==> config.mk <==
export PLATFORM = sky130hd
export DESIGN_NAME = rre_ctrl
export DESIGN_NICKNAME = d
export VERILOG_FILES = /design/src/rre_pkg.sv /design/src/rre_ctrl.sv
export SDC_FILE = /design/constraint.sdc
export NUM_CORES = 1
export LEC_CHECK = 0
export ABC_AREA = 1
export BUFFER_PORTS_ARGS = -buffer_cell sky130_fd_sc_hd__buf_2
export CAP_MARGIN = 10
export CORE_AREA = 3 3 40 42
export CTS_CLUSTER_SIZE = 10
export DETAILED_ROUTE_END_ITERATION = 6
export DIE_AREA = 0 0 43 45
export GPL_TIMING_DRIVEN = 1
export HOLD_SLACK_MARGIN = 0.03
export SKIP_CTS_REPAIR_TIMING = 1
export SLEW_MARGIN = 20
export SYNTH_ARGS = -nofsm -noshare
export SYNTH_HDL_FRONTEND = slang
export SYNTH_SLANG_ARGS = --single-unit
==> constraint.sdc <==
create_clock -name clk -period 1.25 [get_ports clk]
set_input_delay 0.125 -clock clk [delete_from_list [all_inputs] [get_ports clk]]
set_output_delay 0.125 -clock clk [all_outputs]
set_load 0.005 [all_outputs]
==> src/rre_pkg.sv <==
// Shared constants, codes and controller/datapath signal groups for the
// record-and-replay echo block. No dependencies.
package rre_pkg;

  localparam int FRAME_DEPTH = 4096;
  localparam int ADDR_W      = $clog2(FRAME_DEPTH);
  localparam int CNT_W       = $clog2(FRAME_DEPTH + 1);

  localparam int WORD_W      = 48;
  localparam int FUNC_W      = 3;
  localparam int TICK_W      = 8;
  localparam int DELAY_W     = 16;
  localparam int PERIOD_W    = 8;
  localparam int WAIT_W      = 16;
  localparam int PLAY_W      = 24;
  localparam int MAX_OUT     = 14;
  localparam int BURST_W     = $clog2(MAX_OUT + 1);
  localparam int DIV_CNT_W   = $clog2(PLAY_W);
  localparam int CFG_IDX_W   = 1;
  localparam int CFG_DATA_W  = 16;

  localparam logic [DELAY_W-1:0]  DELAY_RESET  = 16'd1000;
  localparam logic [PERIOD_W-1:0] PERIOD_RESET = 8'd20;

  localparam logic [FUNC_W-1:0] FUNC_HEADER = 3'd0;
  localparam logic [FUNC_W-1:0] FUNC_FRAME  = 3'd1;
  localparam logic [FUNC_W-1:0] FUNC_END    = 3'd2;
  localparam logic [FUNC_W-1:0] FUNC_TICK   = 3'd3;
  localparam logic [FUNC_W-1:0] FUNC_CANCEL = 3'd4;

  localparam logic [CFG_IDX_W-1:0] CFG_REPLY_DELAY  = 1'b0;
  localparam logic [CFG_IDX_W-1:0] CFG_FRAME_PERIOD = 1'b1;

  localparam logic [1:0] MODE_IDLE     = 2'd0;
  localparam logic [1:0] MODE_RECEIVE  = 2'd1;
  localparam logic [1:0] MODE_WAIT     = 2'd2;
  localparam logic [1:0] MODE_TRANSMIT = 2'd3;

  localparam logic KIND_START = 1'b0;
  localparam logic KIND_FRAME = 1'b1;

  // Commands from the controller to the datapath.
  typedef struct packed {
    logic load_item;  // capture the accepted input item
    logic exec;       // apply the captured item to the mode and counters
    logic start;      // emit the playback-start result and enter playback (idle if nothing is stored)
    logic div_step;   // one step of the due-frame divider
    logic rd;         // read the next stored frame
    logic emit;       // emit the frame read in the previous step
  } rre_cmd_t;

  // Status from the datapath to the controller.
  typedef struct packed {
    logic tick_expire;  // captured tick ends the reply wait
    logic tick_play;    // captured tick arrives during playback
    logic div_done;     // divider finishes in this step
    logic more;         // another frame is due in this burst
    logic emit_last;    // the frame now being emitted closes the burst
    logic out_free;     // the result register can take a new result
  } rre_stat_t;

endpackage

==> src/rre_ctrl.sv <==
// Controller state machine of the record-and-replay echo block.
// Depends on rre_pkg; drives rre_dp through rre_cmd_t and reads rre_stat_t.
module rre_ctrl import rre_pkg::*; (
  input  logic      clk,
  input  logic      rst,
  input  logic      item_valid,
  output logic      item_ready,
  input  rre_stat_t stat,
  output rre_cmd_t  cmd
);

  localparam logic [2:0] S_IDLE  = 3'd0;
  localparam logic [2:0] S_EXEC  = 3'd1;
  localparam logic [2:0] S_START = 3'd2;
  localparam logic [2:0] S_DIV   = 3'd3;
  localparam logic [2:0] S_RD    = 3'd4;
  localparam logic [2:0] S_EMIT  = 3'd5;

  logic [2:0] state;
  logic [2:0] state_next;

  always_ff @(posedge clk) begin
    if (rst) begin
      state <= S_IDLE;
    end else begin
      state <= state_next;
    end
  end

  assign item_ready = (state == S_IDLE);

  always_comb begin
    state_next = state;
    cmd        = '0;
    case (state)
      S_IDLE: begin
        if (item_valid) begin
          cmd.load_item = 1'b1;
          state_next    = S_EXEC;
        end
      end
      S_EXEC: begin
        cmd.exec = 1'b1;
        if (stat.tick_expire) begin
          state_next = S_START;
        end else if (stat.tick_play) begin
          state_next = S_DIV;
        end else begin
          state_next = S_IDLE;
        end
      end
      S_START: begin
        if (stat.out_free) begin
          cmd.start  = 1'b1;
          state_next = S_IDLE;
        end
      end
      S_DIV: begin
        cmd.div_step = 1'b1;
        if (stat.div_done) begin
          state_next = S_RD;
        end
      end
      S_RD: begin
        if (stat.more) begin
          cmd.rd     = 1'b1;
          state_next = S_EMIT;
        end else begin
          state_next = S_IDLE;
        end
      end
      S_EMIT: begin
        if (stat.out_free) begin
          cmd.emit   = 1'b1;
          state_next = stat.emit_last ? S_IDLE : S_RD;
        end
      end
      default: begin
        state_next = S_IDLE;
      end
    endcase
  end

endmodule

### Yosys cells after proc, flatten, opt, wreduce, memory -nomap -nowiden

Index checks and enable logic that the tools add are counted.

| cells by class | value |
|---|---|
| reduce and logical (&&, ||, !) cells | 2 |
| mux-type cells | 18 |
| equality and inequality tests | 9 |

Operators with widths:

| operator | count |
|---|---|
| two-way mux 3 bit | 7 |
| one-hot mux 3 bit (6 select lines) | 1 |
| two-way mux 1 bit | 9 |
| inequality test 2 bit (second input constant) | 4 |
| == test 3 x 2 -> 1 bit (second input constant) | 2 |
| == test 3 bit (second input constant) | 2 |
| AND reduction 4 bit | 1 |
| == test 3 x 1 -> 1 bit (second input constant) | 1 |
| logical NOT 3 bit | 1 |
| two-way mux 2 bit | 1 |

| storage, ports and cells | value |
|---|---|
| input bits | 9 |
| output and inout bits | 7 |
| flip-flop bits (word level) | 3 |

### Longest topological paths before layout

Gate-level depths: netlist of run 1.

| depth | value |
|---|---|
| depth in word-level cells | 3 |
| mapped depth | 8 |
| depth with buffers taken out | 8 |

### Worst setup path after synthesis of run 1

Ideal clock, no wire load.

| timing | value |
|---|---|
| path kind | flip-flop to flip-flop |
| start point | register state[2] |
| end point | register state[0] |
| period minus slack after synthesis | 1001 ps |
| required time | 1137 ps |
| arrival | 888 ps |
| path slack | 249 ps |
| path buffers | 0 |
| stages on the path, launching flop included | 8 |
| cell sequence | dfxtp_1 > inv_1 > o21ai_0 > inv_1 > nor2_1 > nand3_1 > nand2_1 > nor2_1 |

| on the way | value |
|---|---|
| word-level cells in the longest chain between the ends | 3 |
| elaborated cells between the ends (all ways) | 12 |
| those cells by class | 9 x eq/ne; 1 x mux; 2 x reduce/logical |

RTL lines:

| item | line | source |
|---|---|---|
| from (decl) | rre_ctrl.sv:19 | `logic [2:0] state;` |
| from (signal assigned) | rre_ctrl.sv:26 | `state <= state_next;` |
| == test 3 x 2 -> 1 bit, or another cell as far along | rre_ctrl.sv:35 | `case (state)` |
| inequality test 2 bit (no source line) | - |  |
| AND reduction 4 bit (no source line) | - |  |

Several ways; a longest one is shown, not always the timed one.
A chain may end at the register's enable or synchronous reset.

==> results of run 1 <==
## synthesized netlist by cell type
master	number
sky130_fd_sc_hd__o21ai_0	3
sky130_fd_sc_hd__nand3b_1	1
sky130_fd_sc_hd__inv_1	14
sky130_fd_sc_hd__nor2_2	1
sky130_fd_sc_hd__nand2_2	1
sky130_fd_sc_hd__nand2_1	11
sky130_fd_sc_hd__nand3_1	6
sky130_fd_sc_hd__nor2_1	15
sky130_fd_sc_hd__dfxtp_1	3
sky130_fd_sc_hd__o21ai_2	1
## final cells by class
type / count / area [sq um]
clock buffer: 4 / 26.3
fill: 162 / 868
inverter: 14 / 52.6
multi-input combinational: 39 / 174
sequential: 3 / 62.6
tap: 15 / 18.8
timing repair buffer: 16 / 82.6
## kinds of logic after synthesis
kind of cell / count (synthesis) / synth area share
simple gates: 35 / 0.520
flops: 3 / 0.211
compound gates: 4 / 0.0837
buf+inv: 14 / 0.185
## power groups by stage
stage / combinational [uW] / clock, uW / sequential, uW
CTS: 439 / 176 / 193
finish: 454 / 165 / 209
global placement: 437 / 0 / 189
floorplan: 306 / 0 / 180
global route: 525 / 178 / 212
detailed placement: 436 / 0 / 194
## stage by stage
stage | hold slack, ns | instances
final | 0.147 | 91
after detailed placement | 0.393 | 86
after floorplan | 0.289 | 56
after global placement | 0.397 | 86
after CTS | 0.147 | 90
after global routing | 0.176 | 91
## layout by cell type, fill, tap and decap left out
master	synthesis	layout
sky130_fd_sc_hd__buf_2	0	15
sky130_fd_sc_hd__nor2_1	15	14
sky130_fd_sc_hd__inv_1	14	13
sky130_fd_sc_hd__nand2_1	11	11
sky130_fd_sc_hd__nand3_1	6	6
sky130_fd_sc_hd__o21ai_0	3	3
sky130_fd_sc_hd__clkbuf_4	0	3
sky130_fd_sc_hd__nor2_2	1	2
sky130_fd_sc_hd__dfxtp_2	0	2
sky130_fd_sc_hd__inv_2	0	1
sky130_fd_sc_hd__nand3b_1	1	1
sky130_fd_sc_hd__nand2_2	1	1
sky130_fd_sc_hd__o21ai_2	1	1
sky130_fd_sc_hd__clkbuf_1	0	1
sky130_fd_sc_hd__buf_4	0	1
sky130_fd_sc_hd__dfxtp_1	3	1
## worst register-to-register path, cell delays in order (launching register included)
cell                       delay (ns)
sky130_fd_sc_hd__dfxtp_1         0.41
sky130_fd_sc_hd__nand3b_1        0.18
sky130_fd_sc_hd__buf_4           0.17
sky130_fd_sc_hd__nand2_1         0.05
sky130_fd_sc_hd__nand2_1         0.06
sky130_fd_sc_hd__nand3_1         0.08
sky130_fd_sc_hd__nand2_1         0.05
sky130_fd_sc_hd__nor2_1          0.08
## per-layer routing
layer  wire length (microns)  part of all wire  track usage
met4                       0                 0       0.0723
met1                     340              0.44       0.0892
met2                     382              0.49        0.126
met3                      54             0.069       0.0159
met5                       0                 0            0
## worst paths after layout
kind                              start                    end  depth (start not counted)
setup / recovery  state[1]$_SDFFE_PP0P_                 cmd[3]                          3
hold / removal                      rst  state[0]$_SDFFE_PP0P_                          4
setup reg to reg  state[1]$_SDFFE_PP0P_  state[2]$_SDFFE_PP0P_                          7
hold reg to reg   state[2]$_SDFFE_PP0P_  state[2]$_SDFFE_PP0P_                          2
==> summary.md, run 1 <==
Pwr
- Sw Pwr: 372 uW
- ratio of total power to cell area: 1990 nW/um^2
- Final Total Pwr: 828 uW
- sw frac: 0.449
- portion of total power attributed to combinational logic: 0.549
- internal power consumption: 456 uW
- sequential cell fraction of total power: 0.252
- maximum resistive drop on vdd: 0.713 mV
- Leak Pwr: 0.000279 uW
- Clk network pwr share: 0.199

Synth
- Synth Cell Area: 284 sq um
- portion of synthesized cell area occupied by the leading cell type: 0.211
- total nets after synthesis: 65
- average footprint of a synthesized cell: 5.07 sq um
- FF+latch count, synth: 3
- cell types with the largest area share after synthesis: sky130_fd_sc_hd__dfxtp_1 21%, sky130_fd_sc_hd__nor2_1 20%, sky130_fd_sc_hd__inv_1 19%, sky130_fd_sc_hd__nand2_1 15%, sky130_fd_sc_hd__nand3_1 11%
- Synth warnings: 0
- Distinct cells, synth: 10
- Synth area leader: sky130_fd_sc_hd__dfxtp_1
- register area share after synthesis: 0.211
- Synth Instances: 56

Critical path
- WP data arrival: 1.06 ns
- combined buffer and inverter count along the critical path: 1
- critical path endpoint category: output pin
- cell breakdown of the critical path: nand3b_1, nor2_1, buf_2
- top fanout value on the critical path: 5
- type of the worst setup path: reg2out
- Top delay family on crit path: flip-flops
- Req. time, crit path: 1.12 ns
- nature of the critical path startpoint: flip-flop
- critical-path cell with the highest stage delay: sky130_fd_sc_hd__dfxtp_1
- critical path's largest stage delay: 0.41 ns
- Register-to-Register Setup Slack: 0.09 ns

GRT
- number of antenna violations at the first check in global routing: 0
- Congestion Overflow GR: 0
- via count of the first global-routing pass: 318
- Overall Global Routing Usage: 0.0791
- maximum number of pins on one net before global-route repair: 8
- wire length of the first global-routing pass: 1130 microns

CTS
- clock insertion delay at the later pin of the skew report: 0.23 ns
- total clock buffers created by CTS: 3
- clk buf depth: 2
- Root Driver: sky130_fd_sc_hd__clkbuf_4
- CTS tree: done
- number of sinks handled by clock tree synthesis: 3
- clock transition at the registers of the reported paths: 0.04 ns
- deepest level of the CTS H-tree: 1

Layout
- Final nets: 86
- share of cells above drive strength 1: 0.342
- registers with the most flip-flops: state: 3 flops
- Post-Layout Inst Area: 417 sq um
- Area Overhead vs Synth: 46.7%
- post-layout util: 0.324
- antenna diode count: 0
- Top reg by flops: state
- number of flip-flops in the largest register: 3

Placed design
- DP Wirelength: 623 microns
- total placed instance area: 378 sq um
- worst slack after detailed placement: 0.110 ns
- total of buffers placed on input and output ports: 15
- last weighted congestion value of the routability-driven placer: 0.750

Floorplanning
- number of placement rows: 13
- die span in x: 43 microns
- effective utilization at floorplan: 0.221
- I/O pin cnt: 16
- die area: 1940 sq um
- area of the core region: 1280 sq um
- Chip Height: 45 microns

Outcome
- status: complete, no violations

Timing
- slack of the critical path: 0.0649 ns
- final setup TNS: 0 ns
- Max-Slew Margin vs Limit: 0.866
- final number of setup-violating endpoints: 0
- setup repair after global routing missed its margin: yes
- final max-slew violation count: 0
- Final Cycle Share: 0.948
- final setup skew: 0.00166 ns
- max frequency: 844 MHz
- clock period minus final worst setup slack: 1.19 ns
- Final Hold Vio Count: 0
- transition time at the pin with the least slew margin: 0.200 ns

Routing
- routed length per instance: 8.54 microns
- Detailed Routing Iterations Pass 1: 4
- via/cell ratio: 3.97
- initial drt markers: 6
- total wire length after detailed routing: 777 microns
- via count: 361
- detailed-route DRC error count: 0
- DRT antenna net count: 0

Worst hold path
- classification of the worst-slack hold path: in2reg

Run
- Max Cap Violations: 0

Note: power is estimated with default switching activity, not from simulation.
==> run 2, diff against run 1 <==
==> constraint.sdc (replaced) <==
create_clock -name clk -period 1.25 [get_ports clk]
set_input_delay 0.0625 -clock clk [delete_from_list [all_inputs] [get_ports clk]]
set_output_delay 0.0625 -clock clk [all_outputs]
set_load 0.005 [all_outputs]
==> summary.md, run 2 (synthesis results as in run 1) <==
Critical path
- Register-to-Register Setup Slack: 0.14 ns
- cell breakdown of the critical path: inv_2, nand3b_1, nor2_1, buf_2
- critical-path cell with the highest stage delay: sky130_fd_sc_hd__dfxtp_1
- R2R depth: 5
- terminus of the critical flop-to-flop path: state[2]$_SDFFE_PP0P_
- Req. time, crit path: 1.19 ns
- type of the worst setup path: reg2out
- R2R Path Start: state[2]$_SDFFE_PP0P_
- top fanout value on the critical path: 6
- WP data arrival: 1.06 ns
- worst setup path startpoint: state[2]$_SDFFE_PP0P_
- nature of the critical path startpoint: flip-flop
- critical path's largest stage delay: 0.42 ns
- critical path endpoint category: output pin

Floorplanning
- effective utilization at floorplan: 0.221
- I/O pin cnt: 16
- die span in x: 43 microns
- area of the core region: 1280 sq um
- die area: 1940 sq um
- number of placement rows: 13
- Chip Height: 45 microns

Timing
- final number of setup-violating endpoints: 0
- Max-Slew Margin vs Limit: 0.863
- final setup TNS: 0 ns
- setup repair after global routing missed its margin: no
- Final Hold Vio Count: 0
- max frequency: 892 MHz
- clock period minus final worst setup slack: 1.12 ns
- final max-slew violation count: 0
- Final Cycle Share: 0.897
- final setup skew: 0.00164 ns
- transition time at the pin with the least slew margin: 0.205 ns
- Post-Route Hold Slack: 0.0849 ns

CTS
- Root Driver: sky130_fd_sc_hd__clkbuf_4
- clk buf depth: 2
- number of sinks handled by clock tree synthesis: 3
- CTS tree: done
- deepest level of the CTS H-tree: 1
- clock transition at the registers of the reported paths: 0.04 ns
- clock insertion delay at the later pin of the skew report: 0.23 ns
- total clock buffers created by CTS: 3

Layout
- number of flip-flops in the largest register: 3
- share of cells above drive strength 1: 0.320
- antenna diode count: 0
- Layout Cells excl Fill: 90
- top library cells by usage in the layout, fill and taps aside: 15 x sky130_fd_sc_hd__buf_2, 14 x sky130_fd_sc_hd__nor2_1, 13 x sky130_fd_sc_hd__inv_1, 11 x sky130_fd_sc_hd__nand2_1, 6 x sky130_fd_sc_hd__nand3_1
- registers with the most flip-flops: state: 3 flops
- Area Overhead vs Synth: 43.6%
- Top reg by flops: state
- post-layout util: 0.317
- number of fillers in the final layout: 164
- leading cell type in the layout, fill and taps excluded: sky130_fd_sc_hd__buf_2
- Final nets: 85

GRT
- number of antenna violations at the first check in global routing: 0
- maximum number of pins on one net before global-route repair: 8
- Overall Global Routing Usage: 0.0791
- via count of the first global-routing pass: 318
- wire length of the first global-routing pass: 1130 microns
- Congestion Overflow GR: 0

Routing
- Detailed Routing Iterations Pass 1: 3
- initial drt markers: 4
- DRT antenna net count: 0
- via count: 360
- total wire length after detailed routing: 742 microns
- routed length per instance: 8.24 microns
- via/cell ratio: 4.00
- detailed-route DRC error count: 0

Placed design
- last weighted congestion value of the routability-driven placer: 0.750
- placed cell count: 86
- DP Wirelength: 623 microns
- total of buffers placed on input and output ports: 15

Pwr
- ratio of total power to cell area: 1980 nW/um^2
- maximum resistive drop on vdd: 0.716 mV
- Leak Pwr: 0.000275 uW

Outcome
- status: complete, no violations

Worst hold path
- WHS Path Cells: 4
- destination of the worst hold path: state[0]$_SDFFE_PP0P_
- startpoint of the most critical hold path: rst
- classification of the worst-slack hold path: in2reg

Run
- Max Cap Violations: 0

[run 2: how the worst max path moves through the flow]
stage | slack (ns) | depth (start not counted) | to
finish | 0.13 | 4 | cmd[3]
global placement | 0.15 | 6 | state[2]$_SDFFE_PP0P_
detailed placement | 0.11 | 7 | state[2]$_SDFFE_PP0P_
CTS | 0.07 | 4 | cmd[3]
global route | 0.02 | 5 | state[0]$_SDFFE_PP0P_
floorplan | 0.25 | 7 | state[0]$_SDFFE_PP0P_
[run 2: area by class of cell]
type / count / area [sq um] / share of cell area
multi-input combinational: 39 / 174 / 0.426
timing repair buffer: 15 / 75.1 / 0.184
clock buffer: 4 / 26.3 / 0.0644
inverter: 14 / 52.6 / 0.129
sequential: 3 / 61.3 / 0.150
tap: 15 / 18.8 / 0.0460
[run 2: report_power, final]
group          switching (uW)  internal [uW]  total, uW
registers                63.8            140        204
logic                     256            182        438
clock network            45.2            119        164
total                     365            441        806
[run 2: per-layer routing]
metal  global-route usage  vias to the layer above  routed length, microns
met5                    0                        -                       0
met1               0.0892                      145                     324
met3               0.0159                        0                      55
li1                     -                      206                       -
met2                0.126                        9                     363
met4               0.0723                        0                       0
[run 2: critical path: cells and delay by family, from the launching register on]
family / cells / cell delay, ns
buffers and inverters: 2 / 0.21
DFF: 1 / 0.42
and+or+nand+nor: 2 / 0.20
[run 2: per-stage QoR]
| stage | worst slack (ns) | area [sq um] | total power, uW |
|---|---|---|---|
| after floorplan | 0.249 | 284 | 486 |
| after global placement | 0.149 | 378 | 626 |
| after detailed placement | 0.110 | 378 | 631 |
| after CTS | 0.0691 | 404 | 808 |
| after global routing | 0.0167 | 408 | 894 |
| final | 0.129 | 408 | 806 |
